[src/sv/dltq_pkg.sv]
// ----------------------------------------------------------------------------
// dltq_pkg: shared types and constants for the delta-list timer queue
// Holds field widths, status/kind codes and the sequencer state type.
// ----------------------------------------------------------------------------
package dltq_pkg;

    localparam int DefPoolSlots = 32;
    localparam int MaxResults   = 32;

    localparam logic [1:0] StatusOk   = 2'd0;
    localparam logic [1:0] StatusZero = 2'd1;
    localparam logic [1:0] StatusFull = 2'd2;

    localparam logic KindReply  = 1'b0;
    localparam logic KindExpiry = 1'b1;

    localparam logic ReqTick  = 1'b0;
    localparam logic ReqSched = 1'b1;

    typedef enum logic [11:0] {
        ST_INIT  = 12'b000000000001,
        ST_IDLE  = 12'b000000000010,
        ST_SRD   = 12'b000000000100,
        ST_SHEAD = 12'b000000001000,
        ST_WALK  = 12'b000000010000,
        ST_WCHK  = 12'b000000100000,
        ST_SFIX  = 12'b000001000000,
        ST_TRD   = 12'b000010000000,
        ST_TCHK  = 12'b000100000000,
        ST_TOUT  = 12'b001000000000,
        ST_TWAIT = 12'b010000000000,
        ST_REPLY = 12'b100000000000
    } state_t;

    typedef struct packed {
        logic       kind;
        logic [1:0] status;
        logic [4:0] slot;
        logic [31:0] etag;
        logic       last;
    } result_t;

endpackage

[src/sv/dltq_mem.sv]
// ----------------------------------------------------------------------------
// dltq_mem: slot storage
// Synchronous memory with one write port and one registered read port.
// ----------------------------------------------------------------------------
module dltq_mem
    import dltq_pkg::*;
#(
    parameter int Width = 32,
    parameter int Depth = DefPoolSlots,
    localparam int AW = $clog2(Depth)
) (
    input  logic             aclk,
    input  logic             we,
    input  logic [AW-1:0]    waddr,
    input  logic [Width-1:0] wdata,
    input  logic [AW-1:0]    raddr,
    output logic [Width-1:0] rdata
);

    logic [Width-1:0] mem [Depth];

    always_ff @(posedge aclk) begin
        if (we) begin
            mem[waddr] <= wdata;
        end
        rdata <= mem[raddr];
    end

endmodule

[src/sv/delta_list_timer_queue_core.sv]
// ----------------------------------------------------------------------------
// delta_list_timer_queue_core: one-shot timer engine over a slot pool
// Delta-list timer queue with free list, kept in slot memories.
// ----------------------------------------------------------------------------
// Usage: s_ beats carry a request: tuser = req_type (1 = schedule, 0 = tick),
// tdata = {tag, delay_ms}. A schedule gives one reply beat (kind 0) with its
// status and slot. A tick decrements the head delta and gives one expiry beat
// (kind 1) per timer that reaches zero, at most 32, or no beat at all.
// m_tlast marks the final beat of a request. m_tuser = kind.
// m_tdata = status, slot, expired_tag from the lowest bit up.
// Flow: one request at a time; s_tready rises again once the final result
// beat has left. A schedule reads the link and delta memories for each list
// entry that it passes before its reply is valid.
// Reset: a clearing pass writes the free-list links; s_tready stays low
// meanwhile. A stalled m_ side holds the output register and the expiry
// walk and s_tready wait for it.
// ----------------------------------------------------------------------------
module delta_list_timer_queue_core
    import dltq_pkg::*;
#(
    parameter int POOL_SLOTS = DefPoolSlots,
    localparam int AW = $clog2(POOL_SLOTS),
    localparam int LW = AW + 1
) (
    input  logic        aclk,
    input  logic        aresetn,
    input  logic        s_tvalid,
    output logic        s_tready,
    input  logic [63:0] s_tdata,   // delay_ms[31:0], tag[63:32]
    input  logic        s_tuser,   // req_type
    output logic        m_tvalid,
    input  logic        m_tready,
    output logic [39:0] m_tdata,   // status[1:0], slot[6:2], expired_tag[38:7]
    output logic        m_tuser,   // kind
    output logic        m_tlast    // last
);

    localparam logic [LW-1:0] Nil = LW'(POOL_SLOTS);

    state_t state_reg, state_next;
    logic [LW-1:0] qhead_reg, qhead_next, fhead_reg, fhead_next;
    logic [LW-1:0] cur_reg, cur_next, nxt_reg, nxt_next, slot_reg, slot_next;
    logic [31:0]   ms_reg, ms_next, tag_reg, tag_next, raw_reg, raw_next;
    logic [6:0]    cnt_reg, cnt_next;
    logic          ovalid_reg, ovalid_next;
    result_t       out_reg, out_next;

    logic          l_we, d_we, t_we;
    logic [AW-1:0] l_wa, d_wa, t_wa, l_ra, d_ra, t_ra;
    logic [LW-1:0] l_wd, l_rd;
    logic [31:0]   d_wd, d_rd, t_wd, t_rd;
    logic [32:0]   sum;

    dltq_mem #(.Width(LW), .Depth(POOL_SLOTS)) u_link (
        .aclk(aclk), .we(l_we), .waddr(l_wa), .wdata(l_wd), .raddr(l_ra), .rdata(l_rd));
    dltq_mem #(.Width(32), .Depth(POOL_SLOTS)) u_delta (
        .aclk(aclk), .we(d_we), .waddr(d_wa), .wdata(d_wd), .raddr(d_ra), .rdata(d_rd));
    dltq_mem #(.Width(32), .Depth(POOL_SLOTS)) u_tag (
        .aclk(aclk), .we(t_we), .waddr(t_wa), .wdata(t_wd), .raddr(t_ra), .rdata(t_rd));

    wire out_free = !ovalid_reg || m_tready;

    assign s_tready = (state_reg == ST_IDLE) && !ovalid_reg;
    assign m_tvalid = ovalid_reg;
    assign m_tuser  = out_reg.kind;
    assign m_tlast  = out_reg.last;
    assign m_tdata  = {1'b0, out_reg.etag, out_reg.slot, out_reg.status};
    assign sum      = {1'b0, raw_reg} + {1'b0, d_rd};

    always_comb begin
        state_next = state_reg;
        qhead_next = qhead_reg;
        fhead_next = fhead_reg;
        cur_next = cur_reg;
        nxt_next = nxt_reg;
        slot_next = slot_reg;
        ms_next = ms_reg;
        tag_next = tag_reg;
        raw_next = raw_reg;
        cnt_next = cnt_reg;
        ovalid_next = ovalid_reg && !m_tready;
        out_next = out_reg;
        l_we = 1'b0; l_wa = cur_reg[AW-1:0]; l_wd = Nil;
        d_we = 1'b0; d_wa = slot_reg[AW-1:0]; d_wd = ms_reg;
        t_we = 1'b0; t_wa = slot_reg[AW-1:0]; t_wd = tag_reg;
        l_ra = cur_reg[AW-1:0];
        d_ra = cur_reg[AW-1:0];
        t_ra = cur_reg[AW-1:0];
        case (state_reg)
            ST_INIT: begin
                l_we = 1'b1;
                l_wd = cur_reg + 1'b1;
                cur_next = cur_reg + 1'b1;
                if (cur_reg == Nil - 1'b1) begin
                    state_next = ST_IDLE;
                end
            end
            ST_IDLE: begin
                if (s_tvalid && s_tready) begin
                    ms_next = s_tdata[31:0];
                    tag_next = s_tdata[63:32];
                    cnt_next = '0;
                    if (s_tuser == ReqSched) begin
                        out_next = '{KindReply, StatusOk, '0, '0, 1'b1};
                        if (s_tdata[31:0] == '0) begin
                            out_next.status = StatusZero;
                            state_next = ST_REPLY;
                        end else if (fhead_reg == Nil) begin
                            out_next.status = StatusFull;
                            state_next = ST_REPLY;
                        end else begin
                            slot_next = fhead_reg;
                            cur_next = fhead_reg;
                            out_next.slot = 5'(fhead_reg);
                            state_next = ST_SRD;
                        end
                    end else if (qhead_reg != Nil) begin
                        cur_next = qhead_reg;
                        state_next = ST_TRD;
                    end
                end
            end
            ST_SRD: begin
                // read free link of new slot and delta of head; write tag of new slot
                l_ra = slot_reg[AW-1:0];
                d_ra = qhead_reg[AW-1:0];
                t_we = 1'b1;
                state_next = ST_SHEAD;
            end
            ST_SHEAD: begin
                fhead_next = l_rd;
                if (qhead_reg == Nil) begin
                    d_we = 1'b1;
                    l_we = 1'b1; l_wa = slot_reg[AW-1:0]; l_wd = Nil;
                    qhead_next = slot_reg;
                    state_next = ST_REPLY;
                end else if (ms_reg < d_rd) begin
                    d_we = 1'b1;
                    d_ra = qhead_reg[AW-1:0];
                    l_we = 1'b1; l_wa = slot_reg[AW-1:0]; l_wd = qhead_reg;
                    nxt_next = qhead_reg;
                    raw_next = '0;
                    qhead_next = slot_reg;
                    state_next = ST_SFIX;
                end else begin
                    raw_next = d_rd;
                    cur_next = qhead_reg;
                    cnt_next = '0;
                    state_next = ST_WALK;
                end
            end
            ST_WALK: begin
                l_ra = cur_reg[AW-1:0];
                state_next = ST_WCHK;
                nxt_next = Nil;
            end
            ST_WCHK: begin
                // l_rd = link[cur]; read delta[nxt] next
                if (nxt_reg == Nil) begin
                    nxt_next = l_rd;
                    d_ra = l_rd[AW-1:0];
                    if (l_rd == Nil || cnt_reg == 7'(POOL_SLOTS)) begin
                        nxt_next = l_rd;
                        d_we = 1'b1; d_wd = ms_reg - raw_reg;
                        l_we = 1'b1; l_wa = cur_reg[AW-1:0]; l_wd = slot_reg;
                        state_next = ST_SFIX;
                    end
                end else begin
                    d_ra = nxt_reg[AW-1:0];
                    if ({1'b0, ms_reg} < sum) begin
                        d_we = 1'b1; d_wd = ms_reg - raw_reg;
                        l_we = 1'b1; l_wa = cur_reg[AW-1:0]; l_wd = slot_reg;
                        state_next = ST_SFIX;
                    end else begin
                        raw_next = sum[31:0];
                        cur_next = nxt_reg;
                        cnt_next = cnt_reg + 1'b1;
                        state_next = ST_WALK;
                    end
                end
            end
            ST_SFIX: begin
                // link new slot to nxt, adjust delta of nxt
                l_we = 1'b1; l_wa = slot_reg[AW-1:0]; l_wd = nxt_reg;
                if (nxt_reg != Nil) begin
                    d_we = 1'b1; d_wa = nxt_reg[AW-1:0];
                    d_wd = d_rd - (ms_reg - raw_reg);
                end
                state_next = ST_REPLY;
            end
            ST_REPLY: begin
                if (out_free) begin
                    ovalid_next = 1'b1;
                    state_next = ST_IDLE;
                end
            end
            ST_TRD: begin
                state_next = ST_TCHK;
            end
            ST_TCHK: begin
                // d_rd/l_rd/t_rd belong to cur_reg
                if (cnt_reg == '0) begin
                    if (d_rd != '0) begin
                        d_we = 1'b1; d_wa = cur_reg[AW-1:0]; d_wd = d_rd - 32'd1;
                    end
                    if (d_rd == '0 || d_rd == 32'd1) begin
                        nxt_next = l_rd;
                        out_next = '{KindExpiry, StatusOk, 5'(cur_reg), t_rd, 1'b0};
                        state_next = ST_TOUT;
                    end else begin
                        state_next = ST_TWAIT;
                    end
                end else if (!ovalid_reg) begin
                    // release the staged beat; last unless this slot expires too
                    out_next.last = (d_rd != '0);
                    ovalid_next = 1'b1;
                    if (d_rd != '0) begin
                        state_next = ST_TWAIT;
                    end
                end else if (m_tready) begin
                    nxt_next = l_rd;
                    out_next = '{KindExpiry, StatusOk, 5'(cur_reg), t_rd, 1'b0};
                    state_next = ST_TOUT;
                end
            end
            ST_TOUT: begin
                l_we = 1'b1; l_wa = cur_reg[AW-1:0]; l_wd = fhead_reg;
                fhead_next = cur_reg;
                qhead_next = nxt_reg;
                cnt_next = cnt_reg + 1'b1;
                cur_next = nxt_reg;
                d_ra = nxt_reg[AW-1:0];
                l_ra = nxt_reg[AW-1:0];
                t_ra = nxt_reg[AW-1:0];
                if (nxt_reg == Nil || cnt_reg == 7'(MaxResults - 1)) begin
                    out_next.last = 1'b1;
                    ovalid_next = 1'b1;
                    state_next = ST_TWAIT;
                end else begin
                    state_next = ST_TCHK;
                end
            end
            ST_TWAIT: begin
                if (out_free || ovalid_reg) begin
                    state_next = ST_IDLE;
                end
                if (ovalid_reg && !m_tready) begin
                    state_next = ST_TWAIT;
                end
            end
            default: state_next = ST_IDLE;
        endcase
    end

    always_ff @(posedge aclk) begin
        if (!aresetn) begin
            state_reg  <= ST_INIT;
            qhead_reg  <= Nil;
            fhead_reg  <= '0;
            cur_reg    <= '0;
            ovalid_reg <= 1'b0;
        end else begin
            state_reg  <= state_next;
            qhead_reg  <= qhead_next;
            fhead_reg  <= fhead_next;
            cur_reg    <= cur_next;
            ovalid_reg <= ovalid_next;
        end
        nxt_reg  <= nxt_next;
        slot_reg <= slot_next;
        ms_reg   <= ms_next;
        tag_reg  <= tag_next;
        raw_reg  <= raw_next;
        cnt_reg  <= cnt_next;
        out_reg  <= out_next;
    end

endmodule
[config.mk]
export PLATFORM = sky130hd
export DESIGN_NAME = delta_list_timer_queue_core
export DESIGN_NICKNAME = d
export VERILOG_FILES = /design/src/sv/dltq_pkg.sv /design/src/sv/dltq_mem.sv /design/src/sv/delta_list_timer_queue_core.sv
export SDC_FILE = /design/constraint.sdc
export NUM_CORES = 2
export LEC_CHECK = 0
export BUFFER_PORTS_ARGS = -buffer_cell sky130_fd_sc_hd__buf_2
export CAP_MARGIN = 20
export CORE_ASPECT_RATIO = 0.75
export CORE_MARGIN = 2
export CORE_UTILIZATION = 45
export CTS_BUF_LIST = sky130_fd_sc_hd__clkbuf_16
export CTS_CLUSTER_DIAMETER = 200
export DETAILED_ROUTE_END_ITERATION = 8
export GPL_TIMING_DRIVEN = 0
export PLACE_DENSITY = 0.61
export SETUP_SLACK_MARGIN = 0.2
export SLEW_MARGIN = 20
export SYNTH_ARGS = -nofsm -noshare
export SYNTH_HDL_FRONTEND = slang
export SYNTH_SLANG_ARGS = --single-unit
[constraint.sdc]
create_clock -name aclk -period 13.8 [get_ports aclk]
set_input_delay 2.07 -clock aclk [delete_from_list [all_inputs] [get_ports aclk]]
set_output_delay 2.07 -clock aclk [all_outputs]
set_load 0.02 [all_outputs]
==> flow_metrics.env <==
export IMPL_gp_congestion=0.954
export IMPL_required_ps=14460
export IMPL_final_cell_mix="edfxtp_1 (2396), nand2_1 (1865), nand3_1 (632)"
export IMPL_async_flop_share_pct=0
export IMPL_clkPwrFrac_pct=31.3
export IMPL_clk_pin_slew_ps=60
export IMPL_yosys_top_cells_area="edfxtp_1 (68%), nand2_1 (6.6%), nand3_1 (3.0%)"
export IMPL_post_cts_buffers=0
export IMPL_cts_hold_buf=0
export IMPL_hp_class="flip-flop to flip-flop"
export IMPL_cpMostUsedCell="a21oi_1"
export IMPL_ant_nets=0
export IMPL_startpoint_type="flip-flop"
export IMPL_num_fill_cells=19600
export IMPL_max_freq_mhz=111
export IMPL_grt_pass1_vias=69000
export IMPL_sequentialPowerShare_pct=40.9
export IMPL_synth_area_mm2=0.106
export IMPL_clk_path_buf_depth=4
export IMPL_p_per_area_mw_per_mm2=173
export IMPL_p_int_mw=13.9
export IMPL_cts_resized=0
export IMPL_setup_tns_final_ps=0
export IMPL_relSlewSlack_pct=9.55
export IMPL_crit_fanout=17
export IMPL_die_area_mm2=0.240
export IMPL_cts_root_buffer="clkbuf_16"
export IMPL_setup_worst_path_class="flip-flop to flip-flop"
export IMPL_tritoncts="yes"
export IMPL_synth_flop_cell="edfxtp_1"
export IMPL_grt_pass1_wl_mm=495
export IMPL_whs_ps=483
export IMPL_postRouteWirelength_mm=349
export IMPL_finalSetupViolCount=0
export IMPL_die_x_um=565
export IMPL_cp_slowest_cell="a41oi_1"
export IMPL_core_area_mm2=0.235
export IMPL_layout_commonest_cell="edfxtp_1"
export IMPL_yosysWarnings=0
export IMPL_ys_ff_latch=2497
export IMPL_synth_area_leader_cell="edfxtp_1"
export IMPL_cts_sinks=2497
export IMPL_rsz0062_at_grt="false"
export IMPL_dr_first_iter_drc_count=11800
export IMPL_io_pins=113
export IMPL_layout_min_cycle_time_ps=9050
export IMPL_cts_buffers=244
export IMPL_synth_distinct_cells=93
export IMPL_top_regs="u_delta.mem: 1024 flops, u_tag.mem: 1024 flops, u_link.mem: 192 flops"
export IMPL_cp_num_buf_inv=1
export IMPL_fin_nets=9079
export IMPL_maxCapViolations=0
export IMPL_min_period_over_period_pct=65.6
export IMPL_postSynthCellCount=8329
export IMPL_routed_via_density=6.14
export IMPL_via_count=74700
export IMPL_swShare_pct=34.7
export IMPL_grt_max_degree=33
export IMPL_area_delta_synth_final_pct=15.3
export IMPL_insertion_delay_ps=970
export IMPL_ys_seq_area_share_pct=69.6
export IMPL_utilization_pct=52.2
export IMPL_drc=0
export IMPL_drtPass1Iterations=8
export IMPL_grt_usage_pct=28.6
export IMPL_finClkSkew_ps=116
export IMPL_path_cells="ha_1 > a211oi_1 > o21bai_1 > nor4b_1 > o21ai_1 > a21o_1 > a21oi_1 > nor2_1 > o21a_1 > o41ai_1 > xor2_1 > ha_1 > a21oi_1 > o21ai_0 > a21oi_1 > nor2_1 > o21bai_1 > a31oi_1 > a41oi_1 > o21ai_0 > nand4_1 > nand3_2 > nor2_4 > buf_16"
export IMPL_cp_end_kind="flip-flop"
export IMPL_start_util_pct=45.3
export IMPL_slew_violations=0
export IMPL_arrival_ps=9700
export IMPL_synth_edf_count=2396
export IMPL_slowest_delay_ps=860
export IMPL_irDropWorstVdd_uv=117
export IMPL_final_hold_viol_count=0
export IMPL_worst_pin_slew_ps=1350
export IMPL_die_h_um=425
export IMPL_p_leak_nw=42.3
export IMPL_drt_wirelength_per_cell_um=28.7
export IMPL_comb_power_share_pct=27.7
export IMPL_yosysTopAreaCellShare_pct=67.7
export IMPL_drive_gt1_share_pct=10.8
export IMPL_status="finished clean"
export IMPL_p_sw_mw=7.38
export IMPL_rows=154
export IMPL_crit_family="compound AO/OA/AOI/OAI gates"
export IMPL_syn_avg_cell_area_um2=12.8
export IMPL_place_hpwl_mm=253
export IMPL_io_buffers=110
export IMPL_antenna_found_initial=25
export IMPL_syn_nets=8562
export IMPL_overflow=0
export IMPL_cts_htree_levels=4
-- logic make-up (layout without fill, tap and decap cells) --
logic type	after synthesis	after routing	share of synthesized area (%)
fa+ha+maj	164	164	1.95
flops	2497	2497	69.6
buf+inv	619	1334	2.44
simple gates	3411	3411	14.4
other cells	1	10	0.00353
mux	182	182	1.72
compound gates	1341	1341	8.95
xor+xnor	114	114	0.952
-- power by group through the flow --
stage               clock [mW]  sequential, mW  combinational (mW)
floorplan                    0            8.75                3.39
global placement             0            8.88                5.50
detailed placement           0            8.86                5.66
CTS                       6.71            8.70                5.70
global route              7.02            8.70                6.28
finish                    6.66            8.70                5.89
-- routing by layer --
metal	wire length [um]	GRT usage (%)	vias to the layer above
met5	107	0	-
met4	9850	7.46	16
met3	48600	8.70	524
met2	139000	38.2	4466
met1	152000	44.5	37400
li1	-	-	32300
-- layout make-up --
| class | instances | area (um2) | area share (%) |
|---|---|---|---|
| sequential | 2497 | 74000 | 60.3 |
| multi-input combinational | 5213 | 30700 | 25.0 |
| clock buffer | 245 | 6130 | 5.00 |
| tap | 3120 | 3900 | 3.18 |
| timing repair buffer | 271 | 3680 | 3.00 |
| buffer | 505 | 2170 | 1.77 |
| clock inverter | 199 | 1690 | 1.37 |
| inverter | 114 | 428 | 0.349 |
| antenna | 9 | 22.5 | 0.0184 |
-- final timing paths --
check,startpoint,to,slack (ps),depth (start not counted)
setup / recovery,u_delta.rdata[7],u_delta.mem[29][10],4750,24
hold / removal,u_tag.rdata[23],m_tdata[30],480,1
setup reg to reg,u_delta.rdata[7],u_delta.mem[29][10],4750,24
hold reg to reg,u_tag.rdata[23],m_tdata[30],480,1
-- metrics by stage --
stage          setup WS, ps  instance area (um2)  power [mW]  cells
4_1_cts                4890               122000        21.1  12200
3_3_place_gp           1360               111000        14.4  11600
6_report               4750               123000        21.3  12200
3_5_place_dp           4890               115000        14.5  11700
5_1_grt                4540               123000        22.0  12200
2_1_floorplan          6470               106000        12.1   8329
-- cells in the mapped netlist (all sizes together), types with 15 or more instances --
master and count:
nand2b 25, a22oi 77, a211oi 98, a221oi 82, and2 64, mux2i 180
buf 184, o21bai 15, a21oi 268, a311oi 195, o221ai 16, nand3 640
and3 211, o21a 23, o21ai 205, o211ai 39, nor2 347, clkbuf 321
ha 161, a21o 78, xnor2 70, a31oi 96, nand4 54, nor4 64
or3 16, o31ai 24, nor2b 19, o2111ai 34, nor3 44, edfxtp 2396
dfxtp 101, inv 114, xor2 43, nand2 1868
(Power assumes the default switching activity.)
